**src/rtl/assert_macros.svh**
```systemverilog
// Assertion macros shared by the RTL files.
`ifndef ASSERT_MACROS_SVH
`define ASSERT_MACROS_SVH

// Property that must hold at every rising clock edge outside reset.
`define SKT_ASSERT(label, prop, msg) \
  label: assert property (@(posedge clk) disable iff (!rst_n) (prop)) else $error(msg);

// Implication checked at every rising clock edge outside reset.
`define SKT_ASSERT_IMPL(label, ante, cons, msg) \
  label: assert property (@(posedge clk) disable iff (!rst_n) (ante) |-> (cons)) \
    else $error(msg);

`endif

```
**src/rtl/skt_pkg.sv**
```systemverilog
package skt_pkg;

  // Default number of table entries.
  localparam int DEFAULT_DEPTH = 32;

  // Fixed field widths of the item channels.
  localparam int KEY_W = 32;
  localparam int POS_W = 5;
  localparam int TOTAL_W = 6;

  // Command codes.
  typedef enum logic [1:0] {
    CMD_INSERT = 2'd0,
    CMD_REMOVE = 2'd1,
    CMD_LOOKUP = 2'd2,
    CMD_NOP    = 2'd3
  } cmd_t;

  // Result status codes.
  typedef enum logic [2:0] {
    ST_OK    = 3'd0,
    ST_FULL  = 3'd1,
    ST_DUP   = 3'd2,
    ST_MISS  = 3'd3,
    ST_EMPTY = 3'd4
  } status_t;

  // Control sequencer states.
  typedef enum logic [2:0] {
    S_IDLE,
    S_SEARCH,
    S_CMP,
    S_CHECK,
    S_MV_RD,
    S_MV_WR,
    S_DONE
  } state_t;

  typedef struct packed {
    cmd_t             cmd;
    logic [KEY_W-1:0] key;
  } in_item_t;

  typedef struct packed {
    status_t            status;
    logic [POS_W-1:0]   position;
    logic [TOTAL_W-1:0] entry_total;
  } out_item_t;

endpackage

```
**src/rtl/sorted_key_table.sv**
```systemverilog
// Each search step and each entry move waits on the registered read of the key memory.
// Throughput: one command at a time; the next is accepted once the result is registered.
// Reset: entry count cleared; key memory contents stay undefined, with no clearing pass.
// Only entries below the count are ever read, and all of those have been written.
`include "assert_macros.svh"

module sorted_key_table #(
  parameter int TABLE_DEPTH = skt_pkg::DEFAULT_DEPTH
) (
  input  logic               clk,
  input  logic               rst_n,
  input  logic               in_valid,
  output logic               in_stall,
  input  skt_pkg::in_item_t  in_data,
  output logic               out_valid,
  input  logic               out_stall,
  output skt_pkg::out_item_t out_data
);

  localparam int IDX_W = (TABLE_DEPTH > 1) ? $clog2(TABLE_DEPTH) : 1;
  localparam int CNT_W = $clog2(TABLE_DEPTH + 1);
  localparam logic [CNT_W-1:0] FULL_CNT = CNT_W'(TABLE_DEPTH);
  localparam logic [CNT_W-1:0] ONE_CNT = CNT_W'(1);

  // Key memory, one write and one registered read per cycle.
  logic [skt_pkg::KEY_W-1:0] key_mem [TABLE_DEPTH];
  logic                      mem_we;
  logic [IDX_W-1:0]          mem_waddr;
  logic [skt_pkg::KEY_W-1:0] mem_wdata;
  logic                      mem_re;
  logic [IDX_W-1:0]          mem_raddr;
  logic [skt_pkg::KEY_W-1:0] rd_data_r;

  skt_pkg::state_t          state_r, state_nxt;
  skt_pkg::cmd_t            cmd_r, cmd_nxt;
  logic [skt_pkg::KEY_W-1:0] key_r, key_nxt;
  logic [CNT_W-1:0]         cnt_r, cnt_nxt;
  logic [CNT_W-1:0]         lo_r, lo_nxt;
  logic [CNT_W-1:0]         hi_r, hi_nxt;
  logic [CNT_W-1:0]         mid_r, mid_nxt;
  logic [CNT_W-1:0]         mv_ptr_r, mv_ptr_nxt;
  skt_pkg::status_t         res_status_r, res_status_nxt;
  logic [CNT_W-1:0]         res_pos_r, res_pos_nxt;
  logic                     out_valid_r, out_valid_nxt;
  skt_pkg::out_item_t       out_data_r, out_data_nxt;

  logic             accept;
  logic             early_done;
  logic [CNT_W-1:0] mid;
  logic             search_end;
  logic             probe;
  logic             resolve;
  logic             hit;
  logic             move_start;
  logic             is_insert;
  logic             mv_last;
  logic [CNT_W-1:0] mv_next_idx;
  logic             out_load;

  // Decisions shared by the next-state and datapath logic.
  always_comb begin
    accept      = (state_r == skt_pkg::S_IDLE) && in_valid;
    early_done  = (in_data.cmd == skt_pkg::CMD_NOP) ||
                  ((in_data.cmd == skt_pkg::CMD_INSERT) && (cnt_r == FULL_CNT)) ||
                  ((in_data.cmd == skt_pkg::CMD_REMOVE) && (cnt_r == '0));
    mid         = lo_r + ((hi_r - lo_r) >> 1);
    search_end  = (state_r == skt_pkg::S_SEARCH) && (lo_r == hi_r);
    probe       = search_end && (lo_r < cnt_r);
    resolve     = (search_end && !probe) || (state_r == skt_pkg::S_CHECK);
    hit         = (state_r == skt_pkg::S_CHECK) && (rd_data_r == key_r);
    is_insert   = (cmd_r == skt_pkg::CMD_INSERT);
    move_start  = resolve && ((is_insert && !hit) ||
                              ((cmd_r == skt_pkg::CMD_REMOVE) && hit));
    mv_last     = is_insert ? (mv_ptr_r == lo_r) : (mv_ptr_r == (cnt_r - ONE_CNT));
    // Entry that the move copies from next: below for insert, above for remove.
    mv_next_idx = is_insert ? (mv_ptr_r - ONE_CNT) : (mv_ptr_r + ONE_CNT);
    out_load    = (state_r == skt_pkg::S_DONE) && (!out_valid_r || !out_stall);
  end

  // Next state.
  always_comb begin
    state_nxt = state_r;
    unique case (state_r)
      skt_pkg::S_IDLE: begin
        if (accept) begin
          state_nxt = early_done ? skt_pkg::S_DONE : skt_pkg::S_SEARCH;
        end
      end
      skt_pkg::S_SEARCH: begin
        if (!search_end) begin
          state_nxt = skt_pkg::S_CMP;
        end else if (probe) begin
          state_nxt = skt_pkg::S_CHECK;
        end else begin
          state_nxt = move_start ? skt_pkg::S_MV_RD : skt_pkg::S_DONE;
        end
      end
      skt_pkg::S_CMP:   state_nxt = skt_pkg::S_SEARCH;
      skt_pkg::S_CHECK: state_nxt = move_start ? skt_pkg::S_MV_RD : skt_pkg::S_DONE;
      skt_pkg::S_MV_RD: state_nxt = mv_last ? skt_pkg::S_DONE : skt_pkg::S_MV_WR;
      skt_pkg::S_MV_WR: state_nxt = skt_pkg::S_MV_RD;
      skt_pkg::S_DONE: begin
        if (out_load) begin
          state_nxt = skt_pkg::S_IDLE;
        end
      end
      default: state_nxt = skt_pkg::S_IDLE;
    endcase
  end

  // Datapath, memory controls and result register.
  always_comb begin
    cmd_nxt        = cmd_r;
    key_nxt        = key_r;
    cnt_nxt        = cnt_r;
    lo_nxt         = lo_r;
    hi_nxt         = hi_r;
    mid_nxt        = mid_r;
    mv_ptr_nxt     = mv_ptr_r;
    res_status_nxt = res_status_r;
    res_pos_nxt    = res_pos_r;
    out_data_nxt   = out_data_r;
    out_valid_nxt  = out_valid_r && out_stall;
    mem_we         = 1'b0;
    mem_waddr      = mv_ptr_r[IDX_W-1:0];
    mem_wdata      = rd_data_r;
    mem_re         = 1'b0;
    mem_raddr      = mid[IDX_W-1:0];

    unique case (state_r)
      skt_pkg::S_IDLE: begin
        if (accept) begin
          cmd_nxt     = in_data.cmd;
          key_nxt     = in_data.key;
          lo_nxt      = '0;
          hi_nxt      = cnt_r;
          res_pos_nxt = '0;
          if (in_data.cmd == skt_pkg::CMD_NOP) begin
            res_status_nxt = skt_pkg::ST_OK;
          end else if (in_data.cmd == skt_pkg::CMD_INSERT) begin
            res_status_nxt = skt_pkg::ST_FULL;
          end else begin
            res_status_nxt = skt_pkg::ST_EMPTY;
          end
        end
      end
      skt_pkg::S_SEARCH: begin
        // Probe the midpoint, or the final slot to test for a match.
        if (!search_end) begin
          mem_re  = 1'b1;
          mid_nxt = mid;
        end else if (probe) begin
          mem_re    = 1'b1;
          mem_raddr = lo_r[IDX_W-1:0];
        end
      end
      skt_pkg::S_CMP: begin
        if (rd_data_r < key_r) begin
          lo_nxt = mid_r + ONE_CNT;
        end else begin
          hi_nxt = mid_r;
        end
      end
      skt_pkg::S_MV_RD: begin
        if (mv_last) begin
          res_status_nxt = skt_pkg::ST_OK;
          res_pos_nxt    = lo_r;
          if (is_insert) begin
            mem_we    = 1'b1;
            mem_waddr = lo_r[IDX_W-1:0];
            mem_wdata = key_r;
            cnt_nxt   = cnt_r + ONE_CNT;
          end else begin
            cnt_nxt = cnt_r - ONE_CNT;
          end
        end else begin
          mem_re    = 1'b1;
          mem_raddr = mv_next_idx[IDX_W-1:0];
        end
      end
      skt_pkg::S_MV_WR: begin
        mem_we     = 1'b1;
        mv_ptr_nxt = mv_next_idx;
      end
      skt_pkg::S_DONE: begin
        if (out_load) begin
          out_valid_nxt            = 1'b1;
          out_data_nxt.status      = res_status_r;
          out_data_nxt.position    = skt_pkg::POS_W'(res_pos_r);
          out_data_nxt.entry_total = skt_pkg::TOTAL_W'(cnt_r);
        end
      end
      default: begin
      end
    endcase

    // Outcome of the search once the slot is known.
    if (resolve) begin
      if (move_start) begin
        mv_ptr_nxt = is_insert ? cnt_r : lo_r;
      end else if (hit) begin
        res_status_nxt = is_insert ? skt_pkg::ST_DUP : skt_pkg::ST_OK;
        res_pos_nxt    = lo_r;
      end else begin
        res_status_nxt = skt_pkg::ST_MISS;
        res_pos_nxt    = '0;
      end
    end
  end

  // Control registers.
  always_ff @(posedge clk) begin
    if (!rst_n) begin
      state_r     <= skt_pkg::S_IDLE;
      cnt_r       <= '0;
      out_valid_r <= 1'b0;
    end else begin
      state_r     <= state_nxt;
      cnt_r       <= cnt_nxt;
      out_valid_r <= out_valid_nxt;
    end
  end

  // Payload registers.
  always_ff @(posedge clk) begin
    cmd_r        <= cmd_nxt;
    key_r        <= key_nxt;
    lo_r         <= lo_nxt;
    hi_r         <= hi_nxt;
    mid_r        <= mid_nxt;
    mv_ptr_r     <= mv_ptr_nxt;
    res_status_r <= res_status_nxt;
    res_pos_r    <= res_pos_nxt;
    out_data_r   <= out_data_nxt;
  end

  // Key memory.
  always_ff @(posedge clk) begin
    if (mem_we) begin
      key_mem[mem_waddr] <= mem_wdata;
    end
    if (mem_re) begin
      rd_data_r <= key_mem[mem_raddr];
    end
  end

  assign in_stall  = (state_r != skt_pkg::S_IDLE);
  assign out_valid = out_valid_r;
  assign out_data  = out_data_r;

  // The count never passes the capacity.
  `SKT_ASSERT(a_cnt_bound, cnt_r <= FULL_CNT, "entry count above capacity")
  // The count changes only at the end of an entry move.
  `SKT_ASSERT_IMPL(a_cnt_hold, state_r != skt_pkg::S_MV_RD, ##1 $stable(cnt_r), "count changed outside move")
  // Search bounds stay ordered.
  `SKT_ASSERT_IMPL(a_bounds, state_r == skt_pkg::S_SEARCH, lo_r <= hi_r && hi_r <= cnt_r, "search bounds out of order")
  // A new result comes only from the finishing state.
  `SKT_ASSERT_IMPL(a_res_src, $rose(out_valid_r), $past(state_r) == skt_pkg::S_DONE, "result loaded outside finish")

endmodule
```
**config.mk**
```make
export PLATFORM = sky130hd
export DESIGN_NAME = sorted_key_table
export DESIGN_NICKNAME = d
export VERILOG_FILES = /design/src/rtl/skt_pkg.sv /design/src/rtl/sorted_key_table.sv
export VERILOG_INCLUDE_DIRS = /design/src /design/src/rtl
export SDC_FILE = /design/constraint.sdc
export NUM_CORES = 1
export LEC_CHECK = 0
export BUFFER_PORTS_ARGS = -buffer_cell sky130_fd_sc_hd__buf_2
export CAP_MARGIN = 20
export CORE_MARGIN = 1.5
export CORE_UTILIZATION = 55
export CTS_CLUSTER_DIAMETER = 50
export DETAILED_ROUTE_END_ITERATION = 8
export HOLD_SLACK_MARGIN = 0.06
export PLACE_DENSITY = 0.69
export SYNTH_ARGS = -nofsm -noshare
export SYNTH_HDL_FRONTEND = slang
export SYNTH_SLANG_ARGS = --single-unit
```
**constraint.sdc**
```tcl
create_clock -name clk -period 5.3 [get_ports clk]
set_clock_uncertainty 0.05 [all_clocks]
set_input_delay 1.06 -clock clk [delete_from_list [all_inputs] [get_ports clk]]
set_output_delay 1.06 -clock clk [all_outputs]
set_load 0.02 [all_outputs]
```
==> results of run 1 <==
-- how the worst max path moves through the flow --
stage                               end                   from  slack [ns]
3_3_place_gp    rd_data_r[22]$_DFFE_PP_  lo_r[0]$_SDFFCE_PN0P_        0.42
6_report         rd_data_r[8]$_DFFE_PP_  lo_r[1]$_SDFFCE_PN0P_        0.30
5_1_grt         rd_data_r[19]$_DFFE_PP_  lo_r[1]$_SDFFCE_PN0P_        0.03
3_5_place_dp    rd_data_r[31]$_DFFE_PP_  lo_r[1]$_SDFFCE_PN0P_        0.31
2_1_floorplan  key_mem[28][0]$_DFFE_PP_  cnt_r[0]$_SDFFE_PN0P_        0.65
4_1_cts         rd_data_r[20]$_DFFE_PP_  lo_r[1]$_SDFFCE_PN0P_        0.28
-- cell usage in the layout (no fill, tap or decap), types with 6 or more instances in the layout --
cell type and n:
sky130_fd_sc_hd__mux2i_1 593, sky130_fd_sc_hd__clkinv_2 26, sky130_fd_sc_hd__a221oi_1 49, sky130_fd_sc_hd__clkbuf_1 17, sky130_fd_sc_hd__ha_1 57, sky130_fd_sc_hd__clkinv_1 19
sky130_fd_sc_hd__a21oi_1 29, sky130_fd_sc_hd__xnor2_1 23, sky130_fd_sc_hd__inv_1 58, sky130_fd_sc_hd__buf_12 47, sky130_fd_sc_hd__o221ai_1 17, sky130_fd_sc_hd__xor2_1 7
sky130_fd_sc_hd__edfxtp_1 1122, sky130_fd_sc_hd__bufinv_16 16, sky130_fd_sc_hd__o22ai_1 88, sky130_fd_sc_hd__nor4_1 37, sky130_fd_sc_hd__o21ai_0 28, sky130_fd_sc_hd__nand2_2 6
sky130_fd_sc_hd__buf_4 81, sky130_fd_sc_hd__o21a_1 9, sky130_fd_sc_hd__a31oi_1 19, sky130_fd_sc_hd__nor2_1 31, sky130_fd_sc_hd__buf_2 53, sky130_fd_sc_hd__nand3_1 42
sky130_fd_sc_hd__nor2_4 34, sky130_fd_sc_hd__o21ai_1 32, sky130_fd_sc_hd__or3_1 7, sky130_fd_sc_hd__clkbuf_16 119, sky130_fd_sc_hd__clkinvlp_4 8, sky130_fd_sc_hd__and2_1 9
sky130_fd_sc_hd__dfxtp_1 24, sky130_fd_sc_hd__o221a_2 19, sky130_fd_sc_hd__nand2b_1 6, sky130_fd_sc_hd__mux2_2 49, sky130_fd_sc_hd__a21o_1 17, sky130_fd_sc_hd__nor3_1 12
sky130_fd_sc_hd__nand4_1 12, sky130_fd_sc_hd__nor2b_1 8, sky130_fd_sc_hd__nand2_1 138
-- registers in the layout, summed over array words and instances (netlist names), 3 cells and up --
| signal | count |
|---|---|
| cnt_r | 6 |
| hi_r | 6 |
| key_mem | 1024 |
| key_r | 32 |
| lo_r | 6 |
| mid_r | 6 |
| mv_ptr_r | 6 |
| out_data | 14 |
| rd_data_r | 32 |
| res_pos_r | 5 |
| res_status_r | 3 |
| state_r | 3 |
-- logic make-up (layout without fill, tap and decap cells) --
kind of cell,after synthesis,after routing,share of synthesized area [%]
mux,642,642,13.8
fa+ha+maj,60,60,1.65
compound gates,354,354,5.34
flops,1146,1146,72.8
xor+xnor,30,30,0.560
buf+inv,209,463,2.19
simple gates,363,364,3.65
-- through the flow --
step | cell area [sq um] | setup WS, ns | utilization [%] | hold slack, ns | std cells
after floorplan | 46900 | 0.653 | - | 0.356 | 2804
after detailed placement | 49700 | 0.310 | 59.1 | 0.380 | 3970
final | 53700 | 0.300 | 63.9 | 0.399 | 4193
after global placement | 49700 | 0.421 | 59.1 | 0.370 | 3969
after CTS | 53700 | 0.282 | 63.8 | 0.398 | 4192
after global routing | 53700 | 0.0268 | 63.9 | 0.402 | 4193
-- where the power goes --
part / switching (mW) / internal [mW]
Sequential: 0.247 / 11.8
Combinational: 10.7 / 6.60
Clock: 3.46 / 4.94
Total: 14.4 / 23.4
-- area by class of cell --
type	count	area [sq um]	area share, %
flip-flops and latches	1146	34200	63.6
well taps	1134	1420	2.64
clock inverters	84	920	1.71
clock buffers	138	3070	5.72
inverters	59	221	0.412
repair buffers	182	1830	3.40
multi-input cells	1450	12100	22.5
-- layer usage --
| metal | global-route usage, % | vias up | share of wire, % |
|---|---|---|---|
| met3 | 4.43 | 240 | 8.4 |
| met5 | 0 | - | 0 |
| met2 | 43.4 | 1266 | 47 |
| li1 | - | 11414 | - |
| met1 | 38.8 | 13327 | 42 |
| met4 | 8.31 | 0 | 3.0 |
==> impl_summary.txt, run 1 <==
----------------------------------------------------
[Logic synthesis]
  Post-Synthesis Cell Area ... ~0.047 sq mm
  Netlist cell types ... 64
  Async set or reset register ratio after synthesis ... 0%
  Leading cell type by number of instances after synthesis ... sky130_fd_sc_hd__edfxtp_1
  Leading register cell type out of synthesis ... sky130_fd_sc_hd__edfxtp_1
  Flip-flop and latch count after synthesis ... around 1100
  Top cell type by total area after synthesis ... sky130_fd_sc_hd__edfxtp_1
  Share of Yosys cell area claimed by the top area cell type ... slightly above 70%
  Warnings from Yosys ... 0
  Net Count, Synth ... 2902
  Post-synthesis cell count ... about 2800
  Mean cell area of the mapped netlist ... between 15 and 20 sq um
  Top cells by instance count after synthesis ... sky130_fd_sc_hd__edfxtp_1, sky130_fd_sc_hd__mux2i_1, sky130_fd_sc_hd__nand2_1, sky130_fd_sc_hd__o22ai_1, sky130_fd_sc_hd__nor2_1
  Post-synthesis sequential area ratio ... 72.8%
  Leading post-synthesis cells by cell area ... sky130_fd_sc_hd__edfxtp_1, sky130_fd_sc_hd__mux2i_1, sky130_fd_sc_hd__ha_1, sky130_fd_sc_hd__mux2_2, sky130_fd_sc_hd__o22ai_1
  Number of enable-type register cells in the synthesized netlist ... 1122

[STA]
  Final Hold Fails ... 0
  Slew Viols, Final ... 0
  Transition at the pin with the smallest max-transition slack ... ~1.2 ns
  Part of the cycle the worst path needs ... between 90 and 100%
  Slew headroom ... around a fifth
  Maximum clock rate ... about 200 MHz
  RSZ-0062 raised after global routing ... false
  Post-Route Setup TNS ... 0 ns
  Final-report setup violation count ... 0
  Crit path time final ... about 5 ns

[Final layout]
  Area overhead of the layout relative to synthesis ... 14.4%
  Post-layout net count ... between 3000 and 4000
  Antenna fix cells ... 0
  Share of post-route cells with drive strength above 1 ... about 16%
  Filler cells ... 5891

[Floorplan]
  DIE HEIGHT ... a little under 300 microns
  Floorplan Core Area ... ~0.084 sq mm
  Die footprint ... a little under 0.09 sq mm
  Number of top-level design ports ... 54
  Cell row count ... 106
  Initial Utilization ... a little under three fifths
  Die width ... between 200 and 300 microns

[Clocking]
  Clock tree from TritonCTS ... built
  # H-tree levels ... 3
  Clock latency of the later-clocked register in the worst-skew pair ... 0.70 ns
  Buffers inserted by post-CTS timing repair ... 0
  Number of clock sinks ... ~1100
  Root buffer selected by CTS ... sky130_fd_sc_hd__clkbuf_16
  Number of buffers added by the clock tree synthesis step ... between 100 and 150
  Max clock buf depth ... 3
  Post-cts sizing count ... 0
  Clock transition at path regs ... ~0.060 ns
  # hold bufs at CTS ... 0

[Place]
  Total of buffers placed on input and output ports ... 53
  Global placement routability congestion ... ~0.89
  HPWL after detailed placement ... 63600 microns

[Global route]
  Total congestion overflow after global routing ... 0
  First-pass GRT wire length ... about 170000 microns
  Pin count of the biggest net entering global routing ... about 120
  Global-route usage over all layers ... around 27%
  Number of global-route vias before repair ... around 26000
  Number of antenna violations at the first check in global routing ... 0

[Worst hold path]
  Endpoint with the worst hold slack ... out_data[8]$_DFFE_PP_
  Hold crit path type ... reg -> reg
  Worst min-delay path startpoint ... res_pos_r[2]$_DFF_P_
  Worst hold path stage count ... 0

[Power]
  Total chip power ... approximately 38 mW
  Static leakage ... 19.2 nW
  Worst ir drop on vdd ... between 0.001 and 0.0015 V
  Cell Pwr Density ... approximately 700 mW/mm^2

[Critical path]
  Reg2Reg Setup Slack ... 0.30 ns
  Category of cells accounting for the largest share of critical-path delay ... simple AND/OR/NAND/NOR gates
  Longest individual stage delay on the worst path ... around 0.57 ns
  Req. time, crit path ... roughly 5.7 ns
  Worst-path fanout max ... 24
  Type of element launching the critical path ... register
  Cells along the critical path ... inv_1, fa_1, ha_1, inv_1, fa_1, xor2_1, nor2_1, a211o_1, nor4b_2, or2_4, buf_6, nand2_2, buf_4, o221a_2, nor4_1
  FF-to-FF End ... rd_data_r[8]$_DFFE_PP_
  Origin of the critical flop-to-flop path ... lo_r[1]$_SDFFCE_PN0P_
  Type of destination of the critical path ... register
  Number of stages on the worst setup path ... 15
  Sum of buffers and inverters on the critical path ... 4
  Critical-path top delay cell ... sky130_fd_sc_hd__fa_1
  Type of the setup path with the least slack ... reg -> reg
  Depth of the worst register-to-register path ... 15
  Arrival time of data at the critical path endpoint ... about 5.4 ns

[Drt]
  Number of nets with antenna violations after detailed routing ... 0
  Drt drc ... 0
  Total iterations of the first detailed-routing run ... 7
  Iteration-0 DRC Markers ... approximately 3000
  Detailed-route vias per instance ... roughly 6.3
  Routed wirelength normalized by instance count ... 28.2 microns
  Routed wire length ... between 100000 and 150000 microns
  Number of vias in the routed layout ... 26247

[Run status]
  Outcome ... finished clean

[Run]
  Count of maximum capacitance violations ... 0

----------------------------------------------------
(Power assumes the default switching activity.)
==> inputs of run 2 (changes only) <==
--- a/config.mk
+++ b/config.mk
@@ -6,6 +6,7 @@
 export SDC_FILE = /design/constraint.sdc
 export NUM_CORES = 1
 export LEC_CHECK = 0
+export ABC_AREA = 1
 export BUFFER_PORTS_ARGS = -buffer_cell sky130_fd_sc_hd__buf_2
 export CAP_MARGIN = 20
 export CORE_MARGIN = 1.5
==> impl_summary.txt, run 2 <==
----------------------------------------------------
[Run status]
  Outcome ... finished clean (unchanged)

[STA]
  Post-Route Setup TNS ... 0 ns (unchanged)
  Slew Viols, Final ... 0 (unchanged)
  Worst setup margin ... 0.860 ns (was 0.300 ns)
  Part of the cycle the worst path needs ... 83.8% (was 94.3%)
  RSZ-0062 raised after global routing ... false (unchanged)
  Final-report setup violation count ... 0 (unchanged)
  Maximum clock rate ... 225 MHz (was 200 MHz)
  Final Hold Fails ... 0 (unchanged)
  Transition at the pin with the smallest max-transition slack ... 1.02 ns (was 1.21 ns)
  Crit path time final ... 4.44 ns (was 5.00 ns)
  Slew headroom ... 31.9% (was 19.4%)

[Logic synthesis]
  Flip-flop and latch count after synthesis ... 1146 (unchanged)
  Top cells by instance count after synthesis ... sky130_fd_sc_hd__nand2_1, sky130_fd_sc_hd__nand3_1, sky130_fd_sc_hd__edfxtp_1, sky130_fd_sc_hd__inv_1, sky130_fd_sc_hd__buf_2 (was sky130_fd_sc_hd__edfxtp_1, sky130_fd_sc_hd__mux2i_1, sky130_fd_sc_hd__nand2_1, sky130_fd_sc_hd__o22ai_1, sky130_fd_sc_hd__nor2_1)
  Net Count, Synth ... 4942 (was 2902)
  Warnings from Yosys ... 0 (unchanged)
  Leading post-synthesis cells by cell area ... sky130_fd_sc_hd__edfxtp_1, sky130_fd_sc_hd__nand3_1, sky130_fd_sc_hd__nand2_1, sky130_fd_sc_hd__inv_1, sky130_fd_sc_hd__nand3b_1 (was sky130_fd_sc_hd__edfxtp_1, sky130_fd_sc_hd__mux2i_1, sky130_fd_sc_hd__ha_1, sky130_fd_sc_hd__mux2_2, sky130_fd_sc_hd__o22ai_1)
  Share of Yosys cell area claimed by the top area cell type ... 65.6% (was 71.8%)
  Mean cell area of the mapped netlist ... 10.6 sq um (was 16.7 sq um)
  Leading cell type by number of instances after synthesis ... sky130_fd_sc_hd__nand2_1 (was sky130_fd_sc_hd__edfxtp_1)
  Netlist cell types ... 41 (was 64)
  Post-Synthesis Cell Area ... 0.0514 sq mm (was 0.0469 sq mm)
  Number of enable-type register cells in the synthesized netlist ... 1122 (unchanged)
  Async set or reset register ratio after synthesis ... 0% (unchanged)
  Leading register cell type out of synthesis ... sky130_fd_sc_hd__edfxtp_1 (unchanged)
  Post-synthesis sequential area ratio ... 66.5% (was 72.8%)
  Post-synthesis cell count ... 4844 (was 2804)
  Top cell type by total area after synthesis ... sky130_fd_sc_hd__edfxtp_1 (unchanged)

[Drt]
  Total iterations of the first detailed-routing run ... 6 (was 7)
  Iteration-0 DRC Markers ... 5446 (was 2958)
  Routed wirelength normalized by instance count ... 23.6 microns (was 28.2 microns)
  Number of nets with antenna violations after detailed routing ... 0 (unchanged)
  Number of vias in the routed layout ... 36423 (was 26247)
  Detailed-route vias per instance ... 5.87 (was 6.26)
  Routed wire length ... 146000 microns (was 118000 microns)
  Drt drc ... 0 (unchanged)

[Final layout]
  Area overhead of the layout relative to synthesis ... 12.6% (was 14.4%)
  Commonest cells after routing, fill and taps aside ... sky130_fd_sc_hd__nand2_1, sky130_fd_sc_hd__nand3_1, sky130_fd_sc_hd__edfxtp_1 (was sky130_fd_sc_hd__edfxtp_1, sky130_fd_sc_hd__mux2i_1, sky130_fd_sc_hd__nand2_1)
  Antenna fix cells ... 0 (unchanged)
  Post-layout net count ... 4966 (was 3055)
  Largest register by flop count ... key_mem (unchanged)
  Largest register FFs ... 1024 (unchanged)
  Share of post-route cells with drive strength above 1 ... 9.11% (was 16.1%)
  Leading registers by flop count ... key_mem (1024), key_r (32), rd_data_r (32) (unchanged)
  Most common cell after layout, fill and taps aside ... sky130_fd_sc_hd__nand2_1 (was sky130_fd_sc_hd__edfxtp_1)

[Clocking]
  Clock latency of the later-clocked register in the worst-skew pair ... 0.73 ns (was 0.70 ns)
  # H-tree levels ... 4 (was 3)
  Number of clock sinks ... 1146 (unchanged)
  Max clock buf depth ... 3 (unchanged)
  Clock tree from TritonCTS ... built (unchanged)
  Number of buffers added by the clock tree synthesis step ... 130 (was 118)
  # hold bufs at CTS ... 0 (unchanged)
  Root buffer selected by CTS ... sky130_fd_sc_hd__clkbuf_16 (unchanged)
  Clock transition at path regs ... 0.05 ns (was 0.06 ns)
  Buffers inserted by post-CTS timing repair ... 0 (unchanged)
  Post-cts sizing count ... 0 (unchanged)

[Place]
  Total of buffers placed on input and output ports ... 53 (unchanged)
  Worst setup slack after placement ... 0.994 ns (was 0.310 ns)
  HPWL after detailed placement ... 74500 microns (was 63600 microns)
  Global placement routability congestion ... 0.926 (was 0.888)

[Worst hold path]
  Hold crit path type ... reg -> reg (unchanged)

[Critical path]
  Type of the setup path with the least slack ... reg -> reg (unchanged)
  Type of element launching the critical path ... register (unchanged)
  Cells along the critical path ... inv_1, fa_1, ha_1, inv_1, fa_1, xnor2_1, o21ai_0, o21ai_0, a21oi_4, inv_6, buf_12, nand3_1, nand3_1, nand2_1, nand2_1, nand2_1 (was inv_1, fa_1, ha_1, inv_1, fa_1, xor2_1, nor2_1, a211o_1, nor4b_2, or2_4, buf_6, nand2_2, buf_4, o221a_2, nor4_1)
  Sum of buffers and inverters on the critical path ... 4 (unchanged)
  Req. time, crit path ... 5.72 ns (was 5.73 ns)
  Top cell by count, worst path ... sky130_fd_sc_hd__nand2_1
  Longest individual stage delay on the worst path ... 0.56 ns (was 0.57 ns)
  Critical-path top delay cell ... sky130_fd_sc_hd__fa_1 (unchanged)
  Category of cells accounting for the largest share of critical-path delay ... adder cells (was simple AND/OR/NAND/NOR gates)
  Worst-path fanout max ... 39 (was 24)
  Arrival time of data at the critical path endpoint ... 4.86 ns (was 5.43 ns)
  Type of destination of the critical path ... register (unchanged)

[Global route]
  Number of global-route vias before repair ... 33829 (was 25820)
  First-pass GRT wire length ... 217000 microns (was 170000 microns)
  Pin count of the biggest net entering global routing ... 177 (was 119)
  Number of antenna violations at the first check in global routing ... 2 (was 0)
  Total congestion overflow after global routing ... 0 (unchanged)
  Global-route usage over all layers ... 30.9% (was 27.2%)

[Floorplan]
  Die width ... 309 microns (was 295 microns)
  Number of top-level design ports ... 54 (unchanged)
  DIE HEIGHT ... 309 microns (was 295 microns)
  Floorplan Core Area ... 0.0921 sq mm (was 0.0841 sq mm)
  Initial Utilization ... 55.8% (about the same)
  Cell row count ... 111 (was 106)
  Die footprint ... 0.0952 sq mm (was 0.0871 sq mm)

[Run]
  Count of maximum capacitance violations ... 0 (unchanged)

----------------------------------------------------
-- run 2: cell count changes in the layout (fill, tap and decap cells not counted), sizes merged, moves of 50 or more --
cell	change
nand3	+1095
mux2i	-593
inv	+569
o22ai	-88
nand3b	+124
a221oi	-50
nand2	+1054
-- run 2: worst paths after layout --
check / start / end / slack (ns) / cells past startpoint
worst max-delay path: lo_r[1]$_SDFFCE_PN0P_ / rd_data_r[27]$_DFFE_PP_ / 0.86 / 16
worst min-delay path: res_status_r[0]$_DFF_P_ / out_data[11]$_DFFE_PP_ / 0.39 / 0
worst max register to register: lo_r[1]$_SDFFCE_PN0P_ / rd_data_r[27]$_DFFE_PP_ / 0.86 / 16
worst min register to register: res_status_r[0]$_DFF_P_ / out_data[11]$_DFFE_PP_ / 0.39 / 0
-- run 2: cell families (layout without fill, tap and decap cells) --
logic type,count (synthesis),after routing,synth area share (%)
AOI/OAI and AO/OA,146,146,1.55
xor gates and xnor gates,17,17,0.290
adders and majority gates,60,60,1.51
buffers and inverters,917,1033,7.56
DFF,1146,1146,66.5
and+or+nand+nor,2558,2558,22.6
-- run 2: metrics by stage --
| stage | std cells | hold WS [ns] | cell area (sq um) | util (%) |
|---|---|---|---|---|
| floorplan | 4844 | 0.353 | 51400 | - |
| global placement | 5968 | 0.373 | 53500 | 58.1 |
| detailed placement | 5971 | 0.373 | 53500 | 58.1 |
| CTS | 6195 | 0.386 | 57700 | 62.7 |
| global route | 6203 | 0.394 | 57800 | 62.8 |
| finish | 6203 | 0.386 | 57800 | 62.8 |
-- run 2: cell type report --
type,count,area (sq um)
Fill cell,7046,34200
Clock buffer,161,3580
Multi-Input combinational cell,2781,13700
Clock inverter,63,592
Timing Repair Buffer,180,1830
Sequential cell,1146,34200
Tap cell,1243,1560
Inverter,629,2370
-- run 2: routing by layer --
| metal | global-route usage, % | part of all wire (%) | routed length [microns] |
|---|---|---|---|
| met1 | 44.9 | 40 | 58000 |
| met2 | 46.4 | 45 | 65700 |
| met3 | 5.67 | 12 | 17300 |
| met4 | 12.2 | 3.5 | 5120 |
| met5 | 0 | 0.018 | 27 |
Power of run 2 is not shown: default switching activity piles up to over one toggle a cycle in this logic, so the estimate is an artifact.
